==> src/sv/rarmt_pkg.sv <==
// shared types, constants and helpers of the range-add range-min tree
// no dependencies; the controller, datapath and top-level files import this package
package rarmt_pkg;

  // tree geometry
  localparam int LEAVES    = 1024;
  localparam int LEVELS    = 10;
  localparam int TREE_N    = 1 << LEVELS;
  localparam int NODE_W    = LEVELS + 1;
  localparam int IDX_W     = 11;
  localparam int LVL_W     = 4;
  localparam int MEM_DEPTH = 1 << NODE_W;
  localparam int VAL_W     = 32;

  typedef logic signed [VAL_W-1:0] val_t;
  typedef logic [NODE_W-1:0]       node_t;
  typedef logic [IDX_W-1:0]        idx_t;
  typedef logic [LVL_W-1:0]        lvl_t;

  localparam val_t VAL_MAX = {1'b0, {(VAL_W-1){1'b1}}};

  // command codes of an input transaction
  typedef enum logic [1:0] {
    CMD_LOAD  = 2'd0,
    CMD_ADD   = 2'd1,
    CMD_QUERY = 2'd2
  } cmd_t;

  // datapath operations issued by the controller
  typedef enum logic [4:0] {
    OP_NONE,
    OP_CLR,
    OP_ACCEPT,
    OP_RD,
    OP_SET1,
    OP_SET1X,
    OP_SET2,
    OP_SET3,
    OP_LEAF,
    OP_ACC,
    OP_DOWN_L,
    OP_DOWN_R,
    OP_UP,
    OP_SIB,
    OP_RCL,
    OP_RCR,
    OP_RCW,
    OP_OUT
  } op_t;

  // status returned by the datapath
  typedef struct packed {
    logic [1:0] cmd;
    logic       q_empty;
    logic       load_oob;
    logic       disjoint;
    logic       full;
    logic       leaf;
    logic       go_left;
    logic       is_left;
    logic       root;
    logic       clr_done;
    logic       out_busy;
  } stat_t;

  // signed minimum
  function automatic val_t vmin(input val_t a, input val_t b);
    return (a < b) ? a : b;
  endfunction

endpackage

==> src/sv/rarmt_ctrl.sv <==
// controller: state machine that walks the tree one node visit at a time
// depends on rarmt_pkg
module rarmt_ctrl (
  input  logic             clk,
  input  logic             rst_n,
  input  logic             in_valid,
  output logic             in_ready,
  input  rarmt_pkg::stat_t stat,
  output rarmt_pkg::op_t   op
);
  import rarmt_pkg::*;

  typedef enum logic [3:0] {
    S_CLR, S_IDLE, S_START, S_RD, S_SET1, S_SET2, S_SET3, S_EVAL,
    S_RET, S_RCL, S_RCR, S_RCW, S_OUT
  } state_t;

  state_t state_r, state_nxt;
  logic   ready_r, ready_nxt;
  logic   sib_r, sib_nxt;

  // next state and operation
  always_comb begin
    state_nxt = state_r;
    sib_nxt   = sib_r;
    op        = OP_NONE;
    unique case (state_r)
      S_CLR: begin
        op = OP_CLR;
        if (stat.clr_done) state_nxt = S_IDLE;
      end
      S_IDLE: begin
        if (in_valid && ready_r) begin
          op        = OP_ACCEPT;
          sib_nxt   = 1'b0;
          state_nxt = S_START;
        end
      end
      S_START: begin
        unique case (stat.cmd)
          CMD_LOAD:  state_nxt = stat.load_oob ? S_IDLE : S_RD;
          CMD_ADD:   state_nxt = S_RD;
          CMD_QUERY: state_nxt = stat.q_empty ? S_OUT : S_RD;
          default:   state_nxt = S_IDLE;
        endcase
      end
      S_RD: begin
        op        = OP_RD;
        state_nxt = S_SET1;
      end
      S_SET1: begin
        op = (stat.cmd == CMD_ADD && stat.full && !stat.disjoint) ? OP_SET1X : OP_SET1;
        state_nxt = stat.leaf ? S_EVAL : S_SET2;
      end
      S_SET2: begin
        op        = OP_SET2;
        state_nxt = S_SET3;
      end
      S_SET3: begin
        op        = OP_SET3;
        state_nxt = S_EVAL;
      end
      S_EVAL: begin
        if (stat.cmd == CMD_LOAD) begin
          priority if (sib_r) begin
            op        = OP_UP;
            state_nxt = S_RCL;
          end else if (stat.leaf) begin
            op        = OP_LEAF;
            state_nxt = S_RET;
          end else begin
            op        = stat.go_left ? OP_DOWN_L : OP_DOWN_R;
            state_nxt = S_RD;
          end
        end else begin
          priority if (stat.disjoint) begin
            state_nxt = S_RET;
          end else if (stat.full) begin
            if (stat.cmd == CMD_QUERY) op = OP_ACC;
            state_nxt = S_RET;
          end else begin
            op        = OP_DOWN_L;
            state_nxt = S_RD;
          end
        end
      end
      S_RET: begin
        priority if (stat.root) begin
          state_nxt = (stat.cmd == CMD_QUERY) ? S_OUT : S_IDLE;
        end else if (stat.cmd == CMD_LOAD) begin
          op        = OP_SIB;
          sib_nxt   = 1'b1;
          state_nxt = S_RD;
        end else if (stat.is_left) begin
          op        = OP_SIB;
          state_nxt = S_RD;
        end else begin
          op        = OP_UP;
          state_nxt = (stat.cmd == CMD_ADD) ? S_RCL : S_RET;
        end
      end
      S_RCL: begin
        op        = OP_RCL;
        state_nxt = S_RCR;
      end
      S_RCR: begin
        op        = OP_RCR;
        state_nxt = S_RCW;
      end
      S_RCW: begin
        op        = OP_RCW;
        sib_nxt   = 1'b0;
        state_nxt = S_RET;
      end
      S_OUT: begin
        if (!stat.out_busy) begin
          op        = OP_OUT;
          state_nxt = S_IDLE;
        end
      end
      default: state_nxt = S_IDLE;
    endcase
    ready_nxt = state_nxt == S_IDLE;
  end

  // state and registered outputs
  always_ff @(posedge clk) begin
    if (!rst_n) begin
      state_r <= S_CLR;
      ready_r <= 1'b0;
      sib_r   <= 1'b0;
    end else begin
      state_r <= state_nxt;
      ready_r <= ready_nxt;
      sib_r   <= sib_nxt;
    end
  end

  assign in_ready = ready_r;

endmodule

==> config.mk <==
export PLATFORM = sky130hd
export DESIGN_NAME = rarmt_ctrl
export DESIGN_NICKNAME = d
export VERILOG_FILES = /design/src/sv/rarmt_pkg.sv /design/src/sv/rarmt_ctrl.sv
export SDC_FILE = /design/constraint.sdc
export NUM_CORES = 1
export LEC_CHECK = 0
export BUFFER_PORTS_ARGS = -buffer_cell sky130_fd_sc_hd__clkbuf_2
export CORE_UTILIZATION = 50
export CTS_BUF_LIST = sky130_fd_sc_hd__clkbuf_8
export CTS_CLUSTER_DIAMETER = 200
export DETAILED_ROUTE_END_ITERATION = 8
export PLACE_DENSITY = 0.81
export SYNTH_ARGS = -nofsm -noshare
export SYNTH_HDL_FRONTEND = slang
export SYNTH_SLANG_ARGS = --single-unit
==> constraint.sdc <==
create_clock -name clk -period 2.02 [get_ports clk]
set_input_delay 0.303 -clock clk [delete_from_list [all_inputs] [get_ports clk]]
set_output_delay 0.303 -clock clk [all_outputs]
set_load 0.01 [all_outputs]
# Word-level counts from Yosys, hierarchy flattened
# Index checks and enable logic that the tools add are counted.
dict set report classes {
  n_eq_ne 18
  mux 36
  n_reduce_logical 8
}
# op count
set op_table {}
lappend op_table {{2-to-1 mux 4 bit} 15}
lappend op_table {{case mux 5 bit (12 select lines)} 1}
lappend op_table {{case mux 4 bit (13 select lines)} 1}
lappend op_table {{equality test 4 bit (second input constant)} 5}
lappend op_table {{2-to-1 mux 5 bit} 4}
lappend op_table {{equality test 4 x 3 -> 1 bit (second input constant)} 4}
lappend op_table {{case mux 4 bit (3 select lines)} 1}
lappend op_table {{equality test 4 x 1 -> 1 bit (second input constant)} 2}
lappend op_table {{equality test 4 x 2 -> 1 bit (second input constant)} 2}
lappend op_table {{2-to-1 mux 1 bit} 8}
lappend op_table {{2-to-1 mux 2 bit} 4}
lappend op_table {{!= test 2 bit (second input constant)} 3}
lappend op_table {{logical NOT 4 bit} 1}
lappend op_table {{AND reduction 4 bit} 1}
lappend op_table {{logical AND 1 bit} 3}
lappend op_table {{2-to-1 mux 3 bit} 1}
lappend op_table {{case mux 1 bit (3 select lines)} 1}
lappend op_table {{nonzero test 3 bit} 1}
lappend op_table {{equality test 2 x 1 -> 1 bit (second input constant)} 1}
lappend op_table {{equality test 2 bit (second input constant)} 1}
lappend op_table {{logical NOT 2 bit} 1}
lappend op_table {{logical NOT 1 bit} 1}
dict set report word_totals {
  ff_bits 6
  input_bits 15
  out_inout_bits 6
  word_cells 65
}

# Logic depth before layout (Yosys ltp)
# Gate-level depths: netlist (run 1).
dict set report depth {
  ltp_word 7
  depth_mapped 6
  depth_no_buf 5
}

# Least setup slack after synthesis (run 1)
# No wires, ideal clock.
dict set report synth_path {
  path_kind {reg-to-output}
  start {register state_r[0]}
  end {output port op[0]}
  arrival_time_ps 1422
  required_ps 1717
  setup_slack_ps 295
  path_stages_with_launch 7
  path_buffers 2
  cell_sequence {dfxtp_1 -> clkbuf_1 -> clkbuf_1 -> nor2_1 -> nor2_1 -> a21oi_1 -> o21ai_0}
}
dict set report synth_via {
  elab_chain_len 2
  elab_cells_between_ends 13
  cone_classes {11 x eq/ne; 1 x mux; 1 x reduce/logical}
}
# item line_no
set synth_lines {}
lappend synth_lines {{start: declaration} rarmt_ctrl.sv:18} ;# state_t state_r, state_nxt;
lappend synth_lines {{start signal: assignment} rarmt_ctrl.sv:133} ;# state_r <= state_nxt;
lappend synth_lines {{equality test 4 bit (tied with other cells)} rarmt_ctrl.sv:27} ;# unique case (state_r)
lappend synth_lines {{case mux 5 bit (12 select lines) *} rarmt_ctrl.sv:27}
lappend synth_lines {{end: declaration} rarmt_ctrl.sv:9} ;# output rarmt_pkg::op_t op
# Every way passes the cells marked *; elsewhere a longest branch is shown, timed or not.

# Worst setup path after layout (run 1)
dict set report layout_path {
  start {register sib_r}
  end {output port op[1]}
}
dict set report layout_via {
  elab_chain_len 3
}
# item line_no
set layout_lines {}
lappend layout_lines {{start: declaration} rarmt_ctrl.sv:20} ;# logic sib_r, sib_nxt;
lappend layout_lines {{start signal: assignment} rarmt_ctrl.sv:135} ;# sib_r <= sib_nxt;
lappend layout_lines {{2-to-1 mux 3 bit} rarmt_ctrl.sv:65} ;# priority if (sib_r) begin
lappend layout_lines {{2-to-1 mux 5 bit} rarmt_ctrl.sv:64} ;# if (stat.cmd == CMD_LOAD) begin
lappend layout_lines {{case mux 5 bit (12 select lines)} rarmt_ctrl.sv:27}
# Every way passes these cells.

==> qor.yml, run 1 <==
timing:
  rsz0062_at_grt: "false"
  timing.final.setup_violations: 0
  fin_crit_ns: 1.93
  max_clock_freq_ghz: 0.517
  max-slew-margin-rel: 0.693
  final_max_slew_viols: 0
  totalNegativeSetupSlack_ns: 0
  layout_worst_path_cycle_share: 0.958
  final.setup_skew_ns: 0.000623
  worstMarginPinSlew_ns: 0.449
  report.final.hold_viol_count: 0
routing:
  routedWlPerCell_um: 14.4
  drt-vias-per-instance: 6.37
  detail_route.iter0.violations: 32
  via_count: 923
  antenna_violating_nets_left: 0
  post-route-drc-count: 0
  finalWirelength_um: 2090
  dr.pass1.iters: 4
global_routing:
  grt_pass1_wl_um: 3240
  pin_count_of_the_biggest_net_entering_global_routing: 14
  grt_antenna_before_repair: 0
  global_route.overflow_total: 0
  grt_use_total: 0.282
  number_of_global_route_vias_before_repair: 714
synthesis:
  syn-instance-count: 107
  seq_area_frac_synth: 0.155
  mappedNetlistNets: 122
  synthesis.area_per_instance_um2: 7.25
  flop_and_latch_count_out_of_synthesis: 6
  ys_warn_count: 0
  netlist-cell-type-count: 43
  synth_area_um2: 776
die:
  num_io_pins: 21
  core_area_um2: 1370
  floorplan.initialDensity: 0.568
  die_x_um: 41.4
  fp.dieH_um: 41.4
  row_count: 13
  dieArea_um2: 1710
placed_design:
  io_buffers: 20
  detailedPlacementHpwl_um: 1600
  placed_cells_incl_taps: 142
  gpl.final_weighted_congestion: 0.933
  placedInstanceArea_um2: 915
clock_tree:
  cts_tree: "done"
  clock-sinks: 6
  clock_pin_transition_on_the_worst_setup_and_hold_timing_paths_ns: 0.03
  cts_setup_buffers: 0
  cts.path.max_buffers: 2
  clock_latency_ns: 0.22
  htree_levels: 1
  cts_root_buf: "clkbuf_8"
  number_of_buffers_created_by_cts: 3
cells_and_area:
  area_growth_syn_to_layout_pct: 24.8
  design.final.nets: 147
  post-route-cell-area_um2: 968
  final_cells: 145
  layout.cells.most_common_list: "clkbuf_2 (20), a21oi_1 (12), nor2_1 (9)"
  antennaDiodeCount: 0
  layout.cells.most_common: "clkbuf_2"
  layout_cell_share_with_drive_strength_beyond_1: 0.338
setup_path:
  setup.worst_path.end_class: "output port"
  worst-path-max-fanout: 2
  timing.critical_path.arrival_ns: 1.63
  worstSetupStartpointType: "flip-flop"
  critical_path_required_ns: 1.72
  reg2reg_setup_slack_ns: 0.21
  crit_type: "reg2out"
run_status:
  status: "finished, final reports clean"
worst_hold_path:
  hold_removal_path_class: "in2reg"
power:
  power.ir.vdd_worst_v: 0.000544
  power_density_nw_per_um2: 928
  power.total_mw: 0.898
  leakagePower_nw: 0.390
flow_run:
  maximum_capacitance_violations: 0
## logic make-up after synthesis
family	Yosys count	share of synthesized area
multiplexers	1	0.0129
buffers and inverters	12	0.0710
flip-flops	6	0.155
AND/OR/NAND/NOR	47	0.366
AO/OA/AOI/OAI	41	0.395
## power by group
group          leakage [nW]  internal, mW  switching (mW)  total, mW
registers            0.0500         0.153          0.0760      0.229
logic                 0.318         0.220           0.274      0.495
clock network        0.0216         0.128          0.0468      0.174
## Yosys cell counts, drive strengths merged
cell,instances,area (um2)
a21oi,12,60.1
nor2,9,33.8
nand2,7,26.3
o21ai,7,35.0
dfxtp,6,120
nor2b,6,37.5
clkbuf,5,18.8
inv,4,15.0
nand2b,4,25.0
nor3,4,31.3
o211ai,4,30.0
a2111oi,3,45.1
buf,3,21.3
nor4,3,18.8
o31ai,3,36.3
or2,3,18.8
a221oi,2,17.5
and2,2,12.5
a211oi,1,7.51
a21boi,1,7.51
a21o,1,7.51
a221o,1,10.0
a311o,1,10.0
a31oi,1,6.26
a41oi,1,8.76
and2b,1,7.51
and3b,1,8.76
and4,1,8.76
and4b,1,11.3
mux2i,1,10.0
nand4,1,6.26
nor3b,1,7.51
nor4b,1,8.76
o22a,1,10.0
o22ai,1,6.26
o311ai,1,8.76
or4,1,11.3
or4b,1,10.0
## per-layer routing
layer | track usage | part of all wire | vias up
met2 | 0.461 | 0.48 | 28
met4 | 0 | 0 | 0
met1 | 0.409 | 0.47 | 438
met5 | 0 | 0 | -
met3 | 0.0479 | 0.053 | 0
li1 | - | - | 457
## cell type report
type                            count  area (um2)
Multi-Input combinational cell     89         611
Timing Repair Buffer               28         160
Sequential cell                     6         123
Clock buffer                        3        41.3
Tap cell                           15        18.8
Fill cell                         120         398
Inverter                            4        15.0
## critical path: stages, from the launching register on
cell	delay (ns)
dfxtp_1	0.32
or4_4	0.55
o31ai_4	0.09
a21o_1	0.18
nand2_1	0.05
o21ai_0	0.07
clkbuf_2	0.15
## state kept, by name, indices dropped and copies added (netlist names)
signal / count
state_r: 4
sib_r: 1
in_ready: 1
## stage by stage
step                       util  setup slack [ns]  hold WS [ns]
after global routing      0.709           0.00275         0.366
after floorplan               -             0.295         0.431
final                     0.709            0.0850         0.355
after detailed placement  0.669             0.147         0.577
after global placement    0.669             0.169         0.572
after CTS                 0.701            0.0747         0.352
## timing repair
item / in CTS / in global routing
hold buffers: 0 / 0
cloned: 0 / 0
gates resized for setup: 2 / 4
endpoints found under the setup margin: 2 / 3
## final timing paths
check                   from          to  cells after the start
setup reg to reg  state_r[1]    in_ready                      5
hold reg to reg   state_r[2]       sib_r                      2
setup / recovery       sib_r       op[1]                      6
hold / removal         rst_n  state_r[1]                      2
(Power assumes the default switching activity.)
==> run 2: changes to the inputs <==
- CORE_MARGIN: default -> 4
- PLACE_DENSITY: 0.81 -> 0.8
==> qor.yml, run 2 (synthesis gave the netlist of run 1 again) <==
power:
  power.ir.vdd_worst_v: 0.000556  # was 0.000544 V
  power.switching_fraction: 0.451  # was 0.442
  power.total_mw: 0.908  # was 0.898 mW
  leakagePower_nw: 0.385  # was 0.390 nW
  power.net_switching_mw: 0.409  # was 0.397 mW
  power_density_nw_per_um2: 941  # was 928 nW/um2
  combinationalPowerShare: 0.533  # was 0.551
  part_of_the_total_power_dissipated_in_sequential_elements: 0.268  # was 0.255
  intPower_mw: 0.499  # was 0.501 mW
  pwr-share-clk: 0.199  # was 0.194
routing:
  routedWlPerCell_um: 15.9  # was 14.4 um
  post-route-drc-count: 0  # unchanged
  drt-vias-per-instance: 6.53  # was 6.37
  finalWirelength_um: 2310  # was 2090 um
  antenna_violating_nets_left: 0  # unchanged
  detail_route.iter0.violations: 29  # was 32
  dr.pass1.iters: 4  # unchanged
  via_count: 947  # was 923
timing:
  layout_worst_path_cycle_share: 0.967  # was 0.958
  final_max_slew_viols: 0  # unchanged
  worstMarginPinSlew_ns: 0.470  # was 0.449 ns
  post-route-worst-setup-slack_ns: 0.0659  # was 0.0850 ns
  max_clock_freq_ghz: 0.512  # was 0.517 GHz
  hold-worst-slack_ns: 0.373  # was 0.355 ns
  max-slew-margin-rel: 0.686  # was 0.693
  rsz0062_at_grt: "false"  # unchanged
  report.final.hold_viol_count: 0  # unchanged
  final.setup_skew_ns: 0.00233  # was 0.000623 ns
  totalNegativeSetupSlack_ns: 0  # unchanged
  timing.final.setup_violations: 0  # unchanged
  fin_crit_ns: 1.95  # was 1.93 ns
cells_and_area:
  largest-register: "state_r"  # unchanged
  design.final.nets: 147  # unchanged
  post-route-cell-area_um2: 965  # was 968 um2
  layout.cells.most_common_list: "clkbuf_2 (20), a21oi_1 (12), nor2_1 (9)"  # unchanged
  antennaDiodeCount: 0  # unchanged
  layout_cell_share_with_drive_strength_beyond_1: 0.323  # was 0.338
  area_growth_syn_to_layout_pct: 24.4  # was 24.8%
  layout.cells.most_common: "clkbuf_2"  # unchanged
  largest_register_ff_count: 4  # unchanged
die:
  dieArea_um2: 2250  # was 1710 um2
  num_io_pins: 21  # unchanged
  core_area_um2: 1380  # was 1370 um2
  die_x_um: 47.4  # was 41.4 um
  fp.dieH_um: 47.4  # was 41.4 um
  floorplan.initialDensity: 0.561  # was 0.568
  row_count: 13  # unchanged
global_routing:
  global_route.overflow_total: 0  # unchanged
  grt_antenna_before_repair: 0  # unchanged
  grt_pass1_wl_um: 3780  # was 3240 um
  grt_use_total: 0.241  # was 0.282
  number_of_global_route_vias_before_repair: 807  # was 714
  pin_count_of_the_biggest_net_entering_global_routing: 18  # was 14
setup_path:
  reg2reg_setup_slack_ns: 0.27  # was 0.21 ns
  worstSetupStartpointType: "flip-flop"  # unchanged
  critical_path.n_buffers_inverters: 1  # unchanged
  crit_chain: "or4_4 -> o31ai_4 -> a21o_1 -> nand2_1 -> o21ai_0 -> clkbuf_2"  # unchanged
  setup.worst_path.end_class: "output port"  # unchanged
  worst-path-max-fanout: 2  # unchanged
  critical_path_required_ns: 1.72  # about the same
  timing.critical_path.arrival_ns: 1.65  # was 1.63 ns
  critical-path-slowest-cell: "or4_4"  # unchanged
  crit_type: "reg2out"  # unchanged
  cpLargestDelayFamily: "simple AND/OR/NAND/NOR gates"  # unchanged
  worst_path_largest_cell_delay_ns: 0.55  # about the same
clock_tree:
  cts.path.max_buffers: 2  # unchanged
  htree_levels: 1  # unchanged
  number_of_buffers_created_by_cts: 3  # unchanged
  clock_latency_ns: 0.22  # about the same
  cts_tree: "done"  # unchanged
  clock-sinks: 6  # unchanged
  cts_hold_buf: 0  # unchanged
  cts_root_buf: "clkbuf_8"  # unchanged
  clock_pin_transition_on_the_worst_setup_and_hold_timing_paths_ns: 0.04  # was 0.03 ns
placed_design:
  placedInstanceArea_um2: 915  # unchanged
  io_buffers: 20  # unchanged
  detailedPlacementHpwl_um: 1750  # was 1600 um
  dp_worst_setup_slack_ns: 0.123  # was 0.147 ns
  gpl.final_weighted_congestion: 0.892  # was 0.933
worst_hold_path:
  hold_removal_path_class: "in2reg"  # unchanged
flow_run:
  maximum_capacitance_violations: 0  # unchanged
run_status:
  status: "finished, final reports clean"  # unchanged
==> run 2: what timing repair did <==
action / CTS / global route
setup endpoints to repair: 2 / 2
buffers inserted: 0 / 0
hold endpoints to repair: 0 / 0
resized for setup: 2 / 3
==> run 2: path summary, 6_finish.rpt <==
check,from,endpoint,cells past startpoint
max reg2reg,state_r[0],in_ready,5
min,rst_n,state_r[3],2
max,sib_r,op[1],6
min reg2reg,sib_r,sib_r,3
==> run 2: power groups by stage <==
stage	logic [mW]	clock network, mW	registers (mW)
6_report	0.484	0.181	0.243
5_1_grt	0.526	0.194	0.249
4_1_cts	0.480	0.184	0.237
3_5_place_dp	0.477	0	0.237
3_3_place_gp	0.463	0	0.234
2_1_floorplan	0.369	0	0.182
==> run 2: cell type report <==
| type | instances | area, um2 |
|---|---|---|
| Fill cell | 121 | 418 |
| Inverter | 4 | 15.0 |
| Timing Repair Buffer | 28 | 160 |
| Sequential cell | 6 | 128 |
| Tap cell | 15 | 18.8 |
| Clock buffer | 3 | 41.3 |
| Multi-Input combinational cell | 89 | 602 |
==> run 2: per-layer routing <==
metal,wire length [um],global-route usage
met3,202,0.0920
met5,0,0
met2,1070,0.350
met1,978,0.324
met4,55,0.0829
==> run 2: stage by stage <==
step	util	instances
final	0.698	145
after global routing	0.698	145
after floorplan	-	107
after CTS	0.693	145
after global placement	0.662	142
after detailed placement	0.662	142
